$ cat src/sv/cbeq_pkg.sv
// Shared types and constants for the cascaded biquad equalizer.
// No dependencies; used by cbeq_mul and cascaded_biquad_equalizer_top.
package cbeq_pkg;

  localparam int SAMPLE_W   = 24;
  localparam int COEF_W     = 32;
  localparam int DELAY_W    = 48;
  localparam int DELAY_FRAC = 40;
  localparam int NCOEF      = 5;
  localparam int DIGIT_W    = 8;
  localparam int NDIGIT     = COEF_W / DIGIT_W;
  localparam int PROD_W     = COEF_W + SAMPLE_W;
  localparam int DCNT_W     = $clog2(NDIGIT + 1);

  typedef enum logic [1:0] {
    CMD_PROCESS = 2'd0,
    CMD_LOAD    = 2'd1,
    CMD_CLEAR   = 2'd2
  } cmd_t;

  localparam logic [2:0] SEL_B0 = 3'd0;
  localparam logic [2:0] SEL_B1 = 3'd1;
  localparam logic [2:0] SEL_B2 = 3'd2;
  localparam logic [2:0] SEL_A1 = 3'd3;
  localparam logic [2:0] SEL_A2 = 3'd4;

  typedef struct packed {
    logic [1:0]                 cmd;
    logic signed [SAMPLE_W-1:0] sample_in;
    logic                       block_end_in;
    logic [3:0]                 band_num;
    logic [2:0]                 coef_select;
    logic signed [COEF_W-1:0]   coef_value;
  } in_item_t;

  typedef struct packed {
    logic signed [SAMPLE_W-1:0] sample_out;
    logic                       block_end_out;
    logic                       clipped;
  } out_item_t;

endpackage

$ cat src/sv/cbeq_mul.sv
// Digit-serial signed multiplier: coefficient times sample, one 8-bit digit per cycle.
// Depends on cbeq_pkg for widths.
module cbeq_mul (
  input  logic                                   clk,
  input  logic                                   rst,
  input  logic                                   start,
  input  logic signed [cbeq_pkg::COEF_W-1:0]     coef,
  input  logic signed [cbeq_pkg::SAMPLE_W-1:0]   x,
  output logic                                   done,
  output logic signed [cbeq_pkg::PROD_W-1:0]     prod
);

  logic [cbeq_pkg::DCNT_W-1:0]                     cnt;
  logic                                            first;
  logic [cbeq_pkg::COEF_W-1:0]                     creg;
  logic signed [cbeq_pkg::SAMPLE_W-1:0]            xreg;
  logic [cbeq_pkg::DIGIT_W-1:0]                    top;
  logic signed [cbeq_pkg::DIGIT_W:0]               dig;
  logic signed [cbeq_pkg::DIGIT_W+cbeq_pkg::SAMPLE_W:0] pp;
  logic signed [cbeq_pkg::PROD_W-1:0]              prod_next;

  // Most significant digit first; only the top digit carries the sign.
  assign top       = creg[cbeq_pkg::COEF_W-1 -: cbeq_pkg::DIGIT_W];
  assign dig       = first ? {top[cbeq_pkg::DIGIT_W-1], top} : {1'b0, top};
  assign pp        = dig * xreg;
  assign prod_next = (prod <<< cbeq_pkg::DIGIT_W) + cbeq_pkg::PROD_W'(pp);

  always_ff @(posedge clk) begin
    if (rst) begin
      cnt  <= '0;
      done <= 1'b0;
    end else begin
      done <= 1'b0;
      if (start) begin
        cnt <= cbeq_pkg::DCNT_W'(cbeq_pkg::NDIGIT);
      end else if (cnt != '0) begin
        cnt <= cnt - 1'b1;
        if (cnt == cbeq_pkg::DCNT_W'(1)) begin
          done <= 1'b1;
        end
      end
    end
  end

  always_ff @(posedge clk) begin
    if (start) begin
      creg  <= coef;
      xreg  <= x;
      prod  <= '0;
      first <= 1'b1;
    end else if (cnt != '0) begin
      prod  <= prod_next;
      creg  <= creg << cbeq_pkg::DIGIT_W;
      first <= 1'b0;
    end
  end

endmodule

$ cat config.mk
export PLATFORM = sky130hd
export DESIGN_NAME = cbeq_mul
export DESIGN_NICKNAME = d
export VERILOG_FILES = /design/src/sv/cbeq_pkg.sv /design/src/sv/cbeq_mul.sv
export SDC_FILE = /design/constraint.sdc
export NUM_CORES = 1
export LEC_CHECK = 0
export BUFFER_PORTS_ARGS = -buffer_cell sky130_fd_sc_hd__buf_4
export CAP_MARGIN = 10
export CORE_UTILIZATION = 40
export CTS_CLUSTER_DIAMETER = 60
export DETAILED_ROUTE_END_ITERATION = 7
export GPL_TIMING_DRIVEN = 0
export HOLD_SLACK_MARGIN = 0.15
export PLACE_DENSITY_LB_ADDON = 0.05
export SETUP_SLACK_MARGIN = 0.15
export SYNTH_ARGS = -nofsm -noshare
export SYNTH_HDL_FRONTEND = slang
export SYNTH_SLANG_ARGS = --single-unit
export TNS_END_PERCENT = 1
$ cat constraint.sdc
create_clock -name clk -period 5.9 [get_ports clk]
set_clock_uncertainty 0.05 [all_clocks]
set_input_delay 0.295 -clock clk [delete_from_list [all_inputs] [get_ports clk]]
set_output_delay 0.295 -clock clk [all_outputs]
set_load 0.01 [all_outputs]
==> out/results.txt, run 1 <==
Outcome = finished, violations left
Failing checks = negative setup slack
Commonest non-fill, non-tap cell in the layout = inv_1
Yosys warns = 0
Util after Layout = 52.0%
RePlAce Congestion = 0.905
Dominant synthesized flop cell = dfxtp_1
PortBufs = 115
Finished Layout Cells = 2476
Placed insts = 2319
I/O pins = 116
PnR worst setup slack = -0.209 ns
WL final = 46900 microns
First-pass GRT wire length = 73900 microns
GRT Util Overall = 25.6%
Die height = 198 microns
Antenna violations before repair = 1
Mapped Nets = 2118
CTS Buffer Depth = 2
Post-synthesis sequential area ratio = 18.9%
CTS Buf Count = 17
Synth Area in Adders = 41.9%
Die width = 198 microns
Slew margin rel. = 51.5%
Synth Area per Inst = 9.08 sq um
Nets = 2377
Number of distinct library cells after synthesis = 68
Largest family of logic cells by synthesized area = adder cells
Number of synthesized flops with an enable pin = 56
DRC = 0
Die ar. = 39200 sq um
# setup viols final = 15
Number of global-route vias before repair = 13000
Cells after Synth = 1693
Via density = 4.92
Crit path DAT = 6.38 ns
Simple-gate share of the synthesized area = 13.8%
DRT antenna net count = 0
Vias = 12200
Share of cells above drive strength 1 = 21.7%
Initial cell density of the core = 40.7%
DRT iter0 DRCs = 592
CTS tree = built
Period utilisation layout = 104%
Worst Tran Pin Value = 0.728 ns
Core box area = 37800 sq um
Root Buffer = clkbuf_16
Pin count of the biggest net entering global routing = 33
Unrepaired setup endpoints after global routing = true
Post-synthesis mux area share = 1.82%
Most frequent cells in the layout = 360 x inv_1, 241 x fa_1, 225 x nand2_1
DR WL/cell = 18.9 microns
CTS H-tree depth = 4
# clock sinks = 117
Worst setup EP type = flip-flop
Flops & latches, synth = 117
Detailed Place HPWL = 36200 microns
Diodes inserted = 0
Post-synthesis compound-gate area fraction = 9.93%
Fmax = 164 MHz
Max-slew violations = 0
Hold Crit Class = in -> reg
Mapped Area = 15400 sq um
Xor/xnor share of the synthesized area = 2.73%
# rows = 71
Worst-path clk slew = 0.07 ns
Type of origin of the critical path = flip-flop
Min cycle time layout = 6.11 ns
Synthesis-to-layout area growth = 27.7%
Worst-path fanout max = 7
Worst skew pair latency = 0.46 ns
Global route overflow = 0
Synth async-reset ratio = 0%
Max-cap violations = 0
Setup TNS = -1.73 ns
Final hold violation count = 0
Worst Path Required = 6.17 ns
Worst Path Class, Setup = reg -> reg
TritonRoute pass-1 iters = 5
-- area by class of cell --
type / count / area, sq um
Clock buffer: 18 / 429
Tap cell: 511 / 639
Clock inverter: 14 / 213
Timing Repair inverter: 1 / 7.51
Buffer: 75 / 552
Timing Repair Buffer: 239 / 2100
Fill cell: 3625 / 18100
Sequential cell: 117 / 2900
Inverter: 367 / 1390
Multi-Input combinational cell: 1134 / 11400
-- per-stage QoR --
| step | hold WS (ns) | setup slack [ns] | instance area [sq um] |
|---|---|---|---|
| 3_5_place_dp | 0.391 | -2.10 | 16900 |
| 4_1_cts | 0.276 | -0.337 | 19200 |
| 3_3_place_gp | 0.383 | -2.15 | 16900 |
| 6_report | 0.288 | -0.209 | 19600 |
| 2_1_floorplan | 0.314 | -0.159 | 15400 |
| 5_1_grt | 0.286 | -0.402 | 19600 |
-- cells by family (layout without fill, tap and decap cells) --
kind of cell | after synthesis | count (layout)
multiplexers | 25 | 25
AO/OA/AOI/OAI | 243 | 243
flip-flops | 117 | 117
XOR/XNOR | 48 | 48
adder cells (fa/ha/maj) | 366 | 366
buffers and inverters | 442 | 714
AND/OR/NAND/NOR | 452 | 452
-- sequential cells by signal, indices dropped and copies added (netlist names) --
register / cells
done: 1
first: 1
prod: 56
creg: 32
cnt: 3
xreg: 24
-- cell usage after synthesis (6+ instances only) --
cell type	n	area [sq um]
a21o_1	19	143
xor2_1	16	140
clkbuf_1	64	240
ha_1	118	1480
nand3_1	11	55.1
o21ai_1	7	35.0
edfxtp_1	56	1680
nand4_1	13	81.3
nand2_1	236	886
fa_1	248	4960
nor3_1	7	35.0
o21ai_0	57	285
mux2_2	24	270
a21oi_1	95	475
o21bai_1	10	75.1
a211oi_1	12	90.1
and2_1	85	532
inv_1	366	1370
and3_1	11	68.8
nor2_1	56	210
or3_1	6	37.5
dfxtp_1	61	1220
xnor2_1	32	280
buf_1	6	22.5
-- worst paths after layout --
path / from / cells past startpoint / to / slack, ns
worst min register to register: prod[49] / 2 / prod[49] / 0.41
worst min-delay path: start / 1 / xreg[2] / 0.29
worst max register to register: creg[26] / 23 / prod[55] / -0.21
worst max-delay path: creg[26] / 23 / prod[55] / -0.21
-- timing repair --
| action | 4_1_cts | 5_1_grt |
|---|---|---|
| endpoints found under the setup margin | 46 | 39 |
| hold buffers | 57 | 0 |
| pin swaps | 44 | 31 |
| buffers inserted | 54 | 12 |
| gates cloned | 1 | 0 |
| endpoints found under the hold margin | 60 | 0 |
| gates resized for setup | 151 | 109 |
-- metal layers --
metal / vias up / GRT usage (%) / wire, microns
met5: - / 0 / 0
met4: 0 / 9.16 / 1500
met3: 60 / 3.85 / 1520
met2: 203 / 43.4 / 23100
met1: 6141 / 33.0 / 20800
li1: 5783 / - / -
-- worst max-delay path: stages (launching register included) --
cell and delay (ns):
edfxtp_1 0.41, buf_12 0.16, and2_1 0.17, fa_2 0.59, inv_2 0.05, fa_2 0.50, fa_2 0.64, clkinvlp_4 0.12
buf_12 0.15, buf_4 0.15, fa_1 0.53, inv_1 0.05, fa_1 0.47, inv_1 0.06, ha_4 0.27, and3_4 0.20
and2_4 0.17, and3_4 0.18, or3_4 0.34, o22ai_4 0.13, nor2_4 0.08, a311oi_2 0.27, xnor2_1 0.15, o21ai_1 0.07
Power of run 1 is not shown: default switching activity piles up to over one toggle a cycle in this logic, so the estimate is an artifact.
==> run 2, diff against run 1 <==
CORE_UTILIZATION = 57   (was 40)
SETUP_SLACK_MARGIN = 0.1   (was 0.15)
==> run 2 against run 1 <==
The run ends with design-rule violations, negative setup slack left. Flip-flop and latch count did not move. Count of clock-buffer cells in the layout fell by 1. Final cell count shrank 6.6%. Non-clock buffer count is 12 higher. Highest routed layer unchanged.
==> out/results.txt, run 2 (same netlist as run 1, synthesis figures left out) <==
Max reg flops = 56 (unchanged)
Nets = 2389 (+0.50%)
WL met2 = 22500 microns (-2.7%)
Largest Register = prod
Via density = 5.47 (+11%)
DR WL/cell = 19.4 microns (+2.7%)
# rows = 59 (-17%)
Initial cell density of the core = 58.5% (+18 points)
Worst-path clk slew = 0.07 ns (about the same)
Final hold violation count = 0 (unchanged)
Root Buffer = clkbuf_16
RePlAce Congestion = 0.941 (+3.9%)
Type of origin of the critical path = flip-flop
Finished Layout Cells = 2312 (-6.6%)
PortBufs = 115 (unchanged)
Crit path DAT = 6.37 ns (about the same)
Max-slew violations = 0 (unchanged)
Min cycle time layout = 6.11 ns (-0.000370 ns)
CTS Buf Count = 17 (unchanged)
Core box area = 26300 sq um (-30%)
Wl on met1 = 17700 microns (-15%)
Worst Tran Pin Value = 0.857 ns (+0.129 ns)
Die ar. = 27600 sq um (-30%)
Layout Cell Area excl Fill = 19500 sq um (-0.72%)
Pin count of the biggest net entering global routing = 33 (unchanged)
I/O pins = 116 (unchanged)
Antenna violations before repair = 0 (-1)
Worst setup EP type = flip-flop
Worst skew pair latency = 0.44 ns (-0.02 ns)
CTS Buffer Depth = 2 (unchanged)
DRT iter0 DRCs = 860 (+45%)
# setup viols final = 16 (+1)
Commonest non-fill, non-tap cell in the layout = inv_1
Placed insts = 2143 (-7.6%)
TritonRoute pass-1 iters = 7 (+2)
Slew margin rel. = 42.9% (-8.6 points)
Worst path cell trace = buf_6 > clkbuf_16 > buf_6 > and2_4 > fa_1 > fa_1 > fa_1 > inv_2 > fa_1 > fa_1 > inv_2 > ha_4 > buf_6 > and3_4 > nor4b_4 > buf_4 > nand3_4 > a2111oi_4 > o211ai_2 > a2111oi_4 > nor3b_2 > xor2_1 > o21ai_1
First-pass GRT wire length = 71800 microns (-2.9%)
Detailed Place HPWL = 32700 microns (-9.8%)
# clock sinks = 117 (unchanged)
Worst Path Required = 6.16 ns (about the same)
Die width = 166 microns (-16%)
Period utilisation layout = 104% (about the same)
CP most frequent cell = fa_1
Most frequent cells in the layout = 358 x inv_1, 239 x fa_1, 226 x nand2_1
Vias = 12600 (+3.7%)
Top flop regs = prod (56), creg (32), xreg (24)
Worst path max stage delay = 0.54 ns (-0.10 ns)
Synthesis-to-layout area growth = 26.8%
Global route overflow = 0 (unchanged)
WL final = 45000 microns (-4.1%)
Die height = 166 microns (-16%)
Share of cells above drive strength 1 = 22.0% (+0.22 points)
PnR worst setup slack = -0.209 ns (+0.000370 ns)
Unrepaired setup endpoints after global routing = true
Fillers = 1942 (-46%)
DP Area = 16700 sq um (-1.3%)
Max-cap violations = 0 (unchanged)
Outcome = finished, violations left
Max Used Layer = met4
Number of global-route vias before repair = 13100 (+0.88%)
Failing checks = design-rule violations, negative setup slack
Worst path slowest cell = fa_1
DRT antenna net count = 0 (unchanged)
DRC = 3 (+3)
CTS tree = built
Diodes inserted = 0 (unchanged)
Worst Path Class, Setup = reg -> reg
Hold Crit Class = in -> reg
GRT Util Overall = 34.0% (+8.4 points)
Fmax = 164 MHz (about the same)
CTS H-tree depth = 4 (unchanged)
Worst-path fanout max = 6 (-1)
WL met3 = 2710 microns (+79%)
## run 2: cell count changes in the layout (fill, tap and decap cells not counted), moves of 4 or more
cell	delta
clkbuf_2	-18
bufinv_16	-4
buf_4	+8
clkbuf_8	+5
a21oi_2	-5
ha_1	-4
buf_12	-4
clkbuf_1	+11
buf_6	+13
## run 2: critical path: cells and delay by family (launching register included)
kind                     cells  cell delay, ns
buffers and inverters        7            0.79
AND/OR/NAND/NOR              5            0.72
flip-flops                   1            0.45
XOR/XNOR                     1            0.18
AO/OA/AOI/OAI                4            0.97
adder cells (fa/ha/maj)      6            2.81
## run 2: what timing repair did
action	CTS	global route
setup endpoints to repair	46	36
cloned	1	1
setup buffers	61	20
hold endpoints to repair	59	0
resized for setup	170	94
hold buffers	57	0
pin swaps	44	60
## run 2: final cells by class
| class | count | area (sq um) | share of cell area (%) |
|---|---|---|---|
| Timing Repair Buffer | 255 | 2200 | 11.3 |
| Timing Repair inverter | 1 | 7.51 | 0.0385 |
| Clock buffer | 17 | 425 | 2.18 |
| Tap cell | 335 | 419 | 2.15 |
| Inverter | 367 | 1390 | 7.12 |
| Sequential cell | 117 | 2900 | 14.9 |
| Buffer | 71 | 552 | 2.83 |
| Clock inverter | 15 | 156 | 0.802 |
| Multi-Input combinational cell | 1134 | 11400 | 58.7 |
## run 2: path summary, 6_finish.rpt
check	cells past startpoint	from	slack [ns]	endpoint
max reg2reg	23	creg[31]	-0.21	prod[49]
max	23	creg[31]	-0.21	prod[49]
min reg2reg	2	prod[53]	0.40	prod[53]
min	1	start	0.30	xreg[16]
## run 2: routing by layer
metal | global-route usage (%) | up-vias
met5 | 0 | -
li1 | - | 5816
met2 | 59.1 | 435
met1 | 42.6 | 6290
met3 | 4.89 | 101
met4 | 13.7 | 0
## run 2: metrics by stage
stage | worst slack, ns | hold slack [ns] | util, % | TNS (ns)
2_1_floorplan | -0.159 | 0.314 | - | -0.650
3_3_place_gp | -1.83 | 0.382 | 63.5 | -45.94
3_5_place_dp | -1.84 | 0.394 | 63.5 | -45.62
4_1_cts | -0.212 | 0.314 | 72.1 | -1.88
5_1_grt | -0.380 | 0.309 | 74.2 | -6.58
6_report | -0.209 | 0.302 | 74.2 | -1.92
Power of run 2 is left out for the same reason.
